`config.mk`:
```
export PLATFORM = sky130hd
export DESIGN_NAME = splitmix64_random_source
export DESIGN_NICKNAME = d
export VERILOG_FILES = /design/src/rtl/sm64_pkg.sv /design/src/rtl/sm64_mul.sv /design/src/rtl/splitmix64_random_source.sv
export SDC_FILE = /design/constraint.sdc
export NUM_CORES = 2
export LEC_CHECK = 0
export ABC_AREA = 1
export BUFFER_PORTS_ARGS = -buffer_cell sky130_fd_sc_hd__buf_4
export CORE_ASPECT_RATIO = 0.75
export CORE_MARGIN = 5
export CORE_UTILIZATION = 35
export DETAILED_ROUTE_END_ITERATION = 10
export GPL_TIMING_DRIVEN = 0
export PLACE_DENSITY = 0.61
export SLEW_MARGIN = 20
export SYNTH_ARGS = -nofsm -noshare
export SYNTH_HDL_FRONTEND = slang
export SYNTH_SLANG_ARGS = --single-unit
```
`constraint.sdc`:
```
create_clock -name clk -period 7 [get_ports clk]
set_clock_uncertainty 0.1 [all_clocks]
set_input_delay 0.7 -clock clk [delete_from_list [all_inputs] [get_ports clk]]
set_output_delay 0.7 -clock clk [all_outputs]
set_load 0.01 [all_outputs]
```
`src/rtl/sm64_pkg.sv`:
```
// Package: constants, request codes and widths of the SplitMix64 random source.
`timescale 1ns / 1ps
package sm64_pkg;

    localparam int WORD_W  = 64;
    localparam int DIGIT_W = 4;
    localparam int NUM_DIGITS = WORD_W / DIGIT_W;
    localparam int DCNT_W  = $clog2(NUM_DIGITS);
    localparam int COUNT_W = 7;
    localparam int RES_W   = 32;

    localparam logic [WORD_W-1:0] GOLDEN_GAMMA = 64'h9e3779b97f4a7c15;
    localparam logic [WORD_W-1:0] MIX_MUL_A    = 64'hbf58476d1ce4e5b9;
    localparam logic [WORD_W-1:0] MIX_MUL_B    = 64'h94d049bb133111eb;
    localparam logic [WORD_W-1:0] SEED_XOR     = 64'h6a09e667f3bcc909;

    // Request codes
    localparam logic [1:0] REQ_STIR = 2'd0;
    localparam logic [1:0] REQ_WORD = 2'd1;
    localparam logic [1:0] REQ_FILL = 2'd2;

    typedef logic [WORD_W-1:0] word_t;

endpackage

```
`src/rtl/sm64_mul.sv`:
```
// Digit-serial 64 x 64 multiplier, product modulo 2^64, one 4-bit digit a cycle.
`timescale 1ns / 1ps
module sm64_mul
    import sm64_pkg::*;
(
    input  logic  clk,
    input  logic  rst_n,
    input  logic  start,
    input  word_t a,
    input  word_t b,
    output logic  done,
    output word_t product
);

    logic              busy_reg, busy_next;
    logic              done_reg, done_next;
    logic [DCNT_W-1:0] cnt_reg, cnt_next;
    word_t             a_reg, a_next;
    word_t             b_reg, b_next;
    word_t             acc_reg, acc_next;
    word_t             partial;

    // One partial product per cycle: multiplicand times the low digit
    assign partial = a_reg * word_t'(b_reg[DIGIT_W-1:0]);

    always_comb
    begin
        busy_next = busy_reg;
        done_next = 1'b0;
        cnt_next  = cnt_reg;
        a_next    = a_reg;
        b_next    = b_reg;
        acc_next  = acc_reg;
        if (start)
        begin
            busy_next = 1'b1;
            cnt_next  = '0;
            a_next    = a;
            b_next    = b;
            acc_next  = '0;
        end
        else if (busy_reg)
        begin
            acc_next = acc_reg + partial;
            a_next   = a_reg << DIGIT_W;
            b_next   = b_reg >> DIGIT_W;
            cnt_next = cnt_reg + DCNT_W'(1);
            if (cnt_reg == DCNT_W'(NUM_DIGITS - 1))
            begin
                busy_next = 1'b0;
                done_next = 1'b1;
            end
        end
    end

    // Control
    always_ff @(posedge clk or negedge rst_n)
    begin
        if (!rst_n)
        begin
            busy_reg <= 1'b0;
            done_reg <= 1'b0;
            cnt_reg  <= '0;
        end
        else
        begin
            busy_reg <= busy_next;
            done_reg <= done_next;
            cnt_reg  <= cnt_next;
        end
    end

    // Datapath shift registers and accumulator
    always_ff @(posedge clk)
    begin
        a_reg   <= a_next;
        b_reg   <= b_next;
        acc_reg <= acc_next;
    end

    assign done    = done_reg;
    assign product = acc_reg;

endmodule

```
`src/rtl/splitmix64_random_source.sv`:
```
// Top level: SplitMix64 random source with time-based stirring and byte buffer fill.
// Each 64-bit multiply runs as a start, 16 digit steps and a done.
// Stir: one seed multiply. Word: two mixing multiplies, plus a seed multiply when unseeded.
// Fill of N bytes: one draw of two mixing multiplies per 8 bytes, then a load and a send per byte beat.
// One request at a time; a new request is taken once the last beat has gone.
// Reset clears generator state, stir counter and seeded flag; no clearing pass.
`timescale 1ns / 1ps
module splitmix64_random_source
    import sm64_pkg::*;
#(
    parameter int MAX_BYTES = 64
)
(
    input  logic               clk,
    input  logic               rst_n,
    input  logic               in_valid,
    output logic               in_ready,
    input  logic [1:0]         req_type,
    input  logic [63:0]        time_value,
    input  logic [COUNT_W-1:0] byte_count,
    output logic               out_valid,
    input  logic               out_ready,
    output logic [RES_W-1:0]   result_value,
    output logic               result_last
);

    localparam logic [2:0] S_IDLE = 3'd0;
    localparam logic [2:0] S_STIR = 3'd1;
    localparam logic [2:0] S_DRAW = 3'd2;
    localparam logic [2:0] S_MIX1 = 3'd3;
    localparam logic [2:0] S_MIX2 = 3'd4;
    localparam logic [2:0] S_LOAD = 3'd5;
    localparam logic [2:0] S_SEND = 3'd6;

    localparam logic [COUNT_W-1:0] MAX_CNT = COUNT_W'(MAX_BYTES);

    logic [2:0]         state_reg, state_next;
    word_t              gen_reg, gen_next;
    word_t              stir_cnt_reg, stir_cnt_next;
    logic               seeded_reg, seeded_next;
    logic [1:0]         type_reg, type_next;
    logic [COUNT_W-1:0] count_reg, count_next;
    logic [COUNT_W-1:0] idx_reg, idx_next;
    logic               out_valid_reg, out_valid_next;
    word_t              time_reg, time_next;
    word_t              v_reg, v_next;
    logic [RES_W-1:0]   value_reg, value_next;
    logic               last_reg, last_next;

    logic               in_beat, out_beat;
    logic               mul_start, mul_done;
    word_t              mul_a, mul_b, mul_p;
    word_t              seed, gen_step;
    logic [COUNT_W-1:0] count_sat, idx_inc;

    sm64_mul u_mul (
        .clk     (clk),
        .rst_n   (rst_n),
        .start   (mul_start),
        .a       (mul_a),
        .b       (mul_b),
        .done    (mul_done),
        .product (mul_p)
    );

    assign in_beat   = in_valid && in_ready;
    assign out_beat  = out_valid_reg && out_ready;
    assign count_sat = (byte_count > MAX_CNT) ? MAX_CNT : byte_count;
    assign seed      = time_reg ^ mul_p;
    assign gen_step  = gen_reg + GOLDEN_GAMMA;
    assign idx_inc   = idx_reg + COUNT_W'(1);

    // Request sequencer
    always_comb
    begin
        state_next     = state_reg;
        gen_next       = gen_reg;
        stir_cnt_next  = stir_cnt_reg;
        seeded_next    = seeded_reg;
        type_next      = type_reg;
        count_next     = count_reg;
        idx_next       = idx_reg;
        out_valid_next = out_valid_reg;
        time_next      = time_reg;
        v_next         = v_reg;
        value_next     = value_reg;
        last_next      = last_reg;
        mul_start      = 1'b0;
        mul_a          = stir_cnt_reg;
        mul_b          = GOLDEN_GAMMA;

        unique case (state_reg)
            S_IDLE:
            begin
                if (in_beat)
                begin
                    type_next  = req_type;
                    time_next  = time_value;
                    count_next = count_sat;
                    idx_next   = '0;
                    case (req_type) inside
                        REQ_STIR:
                        begin
                            mul_start  = 1'b1;
                            state_next = S_STIR;
                        end
                        REQ_WORD, REQ_FILL:
                        begin
                            if (!seeded_reg)
                            begin
                                mul_start  = 1'b1;
                                state_next = S_STIR;
                            end
                            else if (req_type == REQ_FILL && count_sat == '0)
                                state_next = S_IDLE;
                            else
                                state_next = S_DRAW;
                        end
                        default:
                            state_next = S_IDLE;
                    endcase
                end
            end

            // Seed mixing: time xor golden multiple of the stir counter
            S_STIR:
            begin
                if (mul_done)
                begin
                    stir_cnt_next = stir_cnt_reg + WORD_W'(1);
                    seeded_next   = 1'b1;
                    gen_next      = seeded_reg ? (gen_reg ^ seed) : (seed ^ SEED_XOR);
                    if (type_reg == REQ_STIR)
                        state_next = S_IDLE;
                    else if (type_reg == REQ_FILL && count_reg == '0)
                        state_next = S_IDLE;
                    else
                        state_next = S_DRAW;
                end
            end

            // Advance the state and start the first mixing multiply
            S_DRAW:
            begin
                gen_next   = gen_step;
                mul_start  = 1'b1;
                mul_a      = gen_step ^ (gen_step >> 30);
                mul_b      = MIX_MUL_A;
                state_next = S_MIX1;
            end

            S_MIX1:
            begin
                mul_a = mul_p ^ (mul_p >> 27);
                mul_b = MIX_MUL_B;
                if (mul_done)
                begin
                    mul_start  = 1'b1;
                    state_next = S_MIX2;
                end
            end

            S_MIX2:
            begin
                if (mul_done)
                begin
                    v_next     = mul_p ^ (mul_p >> 31);
                    state_next = S_LOAD;
                end
            end

            // Put the next word or byte into the output register
            S_LOAD:
            begin
                out_valid_next = 1'b1;
                if (type_reg == REQ_WORD)
                begin
                    value_next = v_reg[63:32];
                    last_next  = 1'b1;
                end
                else
                begin
                    value_next = {{(RES_W-8){1'b0}}, v_reg[7:0]};
                    last_next  = (idx_inc == count_reg);
                    v_next     = v_reg >> 8;
                end
                state_next = S_SEND;
            end

            S_SEND:
            begin
                if (out_beat)
                begin
                    out_valid_next = 1'b0;
                    idx_next       = idx_inc;
                    if (last_reg)
                        state_next = S_IDLE;
                    else if (idx_inc[2:0] == 3'd0)
                        state_next = S_DRAW;
                    else
                        state_next = S_LOAD;
                end
            end

            default:
                state_next = S_IDLE;
        endcase
    end

    // Control and generator state
    always_ff @(posedge clk or negedge rst_n)
    begin
        if (!rst_n)
        begin
            state_reg     <= S_IDLE;
            gen_reg       <= '0;
            stir_cnt_reg  <= '0;
            seeded_reg    <= 1'b0;
            type_reg      <= REQ_STIR;
            count_reg     <= '0;
            idx_reg       <= '0;
            out_valid_reg <= 1'b0;
        end
        else
        begin
            state_reg     <= state_next;
            gen_reg       <= gen_next;
            stir_cnt_reg  <= stir_cnt_next;
            seeded_reg    <= seeded_next;
            type_reg      <= type_next;
            count_reg     <= count_next;
            idx_reg       <= idx_next;
            out_valid_reg <= out_valid_next;
        end
    end

    // Payload registers
    always_ff @(posedge clk)
    begin
        time_reg  <= time_next;
        v_reg     <= v_next;
        value_reg <= value_next;
        last_reg  <= last_next;
    end

    assign in_ready     = (state_reg == S_IDLE);
    assign out_valid    = out_valid_reg;
    assign result_value = value_reg;
    assign result_last  = last_reg;

endmodule

```
==> summary.txt <==
Outcome
  – Outcome: finished, violations left
  – Failing checks: design-rule violations

Critical path
  – Crit path kind: reg -> reg
  – Critical Path Fanout Max: 10
  – WP data arrival: 7.10 ns
  – Setup crit start kind: flip-flop
  – Worst setup EP type: flip-flop
  – Critical Path RT: 7.46 ns

STA
  – Fin crit share: 94.8%
  – Slew headroom: 20.2%
  – Slew Limit Fails: 0
  – Final min period: 6.63 ns
  – Slew @ Worst Pin: 1.20 ns
  – Final setup viols: 0
  – Fin. Hold Viols: 0
  – FMAX: 0.151 GHz
  – RSZ-0062 raised after global routing: no

Global route
  – First-pass GRT wire length: 270000 um
  – Largest net degree at the start of global routing: 82
  – Total track usage: 32.1%
  – Antenna violations before repair: 14
  – Total grt overflow: 0
  – Number of global-route vias before repair: 35337

Final layout
  – Final instance area: 43700 um^2
  – Area grow syn2layout: 12.4%
  – Non-Filler Instances: 6933
  – Fin nets: 5770
  – Share of post-route cells with drive strength above 1: 5.69%
  – # fillers: 11572

Routing
  – Final wirelength: 195000 um
  – Vias per cell: 5.59
  – Wire per inst: 28.2 um
  – DR pass1 iterations: 11
  – Iteration-0 DRC count of the detailed router: 5906
  – DRC viols: 3
  – ANT nets after route: 0
  – Vias: 38734

Synth
  – Leading area contributor after synthesis: edfxtp_1
  – Yosys reg bits: 506
  – Synth Cell Area: 38900 um^2
  – Most used DFF post-synth: edfxtp_1
  – Synth warnings: 0
  – Post-synthesis cell count: 5256
  – Unique masters post-synth: 55
  – Post-synthesis sequential area ratio: 35.5%
  – Synth area leaders: edfxtp_1, nand2_1, inv_1
  – Mapped Nets: 5589
  – Synth top cells by count: nand2_1, inv_1, nor2_1, edfxtp_1, nand3_1
  – Synth async-reset ratio: 30.6%
  – Post-synth EDFFs: 287
  – Avg Inst Size Synth: 7.39 um^2
  – Synth top area share: 22.2%
  – Most frequent cell after synthesis: nand2_1

Place
  – Placed cells: 6821
  – PortBufs: 111
  – Detailed placement HPWL: 160000 um
  – Post-DP Area: 41800 um^2
  – Placer congestion estimate: 1.09

Clock network
  – CTS Sinks: 506
  – Htree depth: 2
  – Worst-Skew Late Latency: 0.69 ns
  – Clk buf depth: 3
  – Total CTS buffers: 57
  – Root Buffer: clkbuf_16
  – CTS tree: yes
  – CTS clock-pin slew for the worst setup and hold paths: 0.07 ns

Min path
  – Min-Delay Path Class: in -> reg

Die
  – Chip Width: 395 um
  – Die Y: 299 um
  – Initial Util: 35.4%
  – Die Area: 118000 um^2
  – Row Count: 105
  – Total core area: 110000 um^2
  – Io pins: 112

Flow run
  – Max-cap violations: 0
per-stage QoR:
step	util (%)	setup slack (ns)	setup TNS [ns]	hold WS (ns)
final	39.8	0.366	0	0.0838
after global routing	39.8	0.336	0	0.0724
after CTS	39.8	0.607	0	0.0678
after detailed placement	38.0	0.678	0	0.381
after global placement	37.8	-1.64	-203.34	0.383
after floorplan	-	0.950	0	0.304
timing repair:
action,4_1_cts,5_1_grt
gates resized for setup,0,0
hold buffers,1,0
hold endpoints to repair,29,0
setup buffers,0,0
kinds of logic after synthesis:
logic type,count (synthesis),synth area share [%]
and+or+nand+nor,2311,24.5
buffers and inverters,1210,11.8
AOI/OAI and AO/OA,699,10.3
DFF,506,35.5
xor gates and xnor gates,274,6.18
adders and majority gates,256,11.8
per-layer routing:
layer / global-route usage [%] / wire [um]
met5: 0 / 213
met1: 48.7 / 86300
met3: 12.8 / 30700
met2: 41.7 / 71600
met4: 8.31 / 6480
worst max-delay path: stages, from the launching register on:
cell and delay, ns:
edfxtp_1 0.41, clkbuf_1 0.88, clkbuf_1 0.89, nand2_1 0.20
fa_1 0.62, fa_1 0.44, fa_1 0.51, inv_1 0.05
ha_1 0.31, nand2_1 0.11, nand3_1 0.10, and2_1 0.22
a21oi_1 0.54, inv_1 0.14, nand2_1 0.09, nand3_1 0.29
nand2_1 0.15, nand2_1 0.12, nand2_1 0.09, nand2_1 0.04
o21ai_0 0.16, inv_1 0.05
layout make-up:
type | count | area, um^2 | share of cell area, %
diodes | 3 | 7.51 | 0.0172
multi-input cells | 3540 | 20500 | 46.9
repair buffers | 122 | 1100 | 2.51
flip-flops and latches | 506 | 13800 | 31.5
clock buffers | 79 | 1600 | 3.65
plain buffers | 149 | 613 | 1.40
inverters | 1061 | 3980 | 9.12
clock inverters | 29 | 303 | 0.693
well taps | 1444 | 1810 | 4.14
final timing paths:
path / slack (ns) / depth (start not counted) / endpoint / from
worst max-delay path: 0.37 / 21 / u_mul.product[33] / u_mul.b_reg[1]
worst min-delay path: 0.08 / 1 / time_reg[20] / time_value[20]
worst min register to register: 0.39 / 1 / stir_cnt_reg[10] / stir_cnt_reg[10]
worst max register to register: 0.37 / 21 / u_mul.product[33] / u_mul.b_reg[1]
max in group asynchronous: 5.29 / 4 / stir_cnt_reg[6] / rst_n
min in group asynchronous: 0.39 / 2 / gen_reg[22] / rst_n
cells in the final DEF, fill, tap and decap left out, drive strengths merged, types with 118 or more instances in the layout:
master	count
nand2	1347
inv	1062
nor2	500
nand3	288
edfxtp	287
o21ai	269
a21oi	249
clkbuf	183
fa	182
buf	166
xor2	156
dfrtp	155
xnor2	118
Power is not shown: default switching activity piles up to over one toggle a cycle in this logic, so the estimate is an artifact.
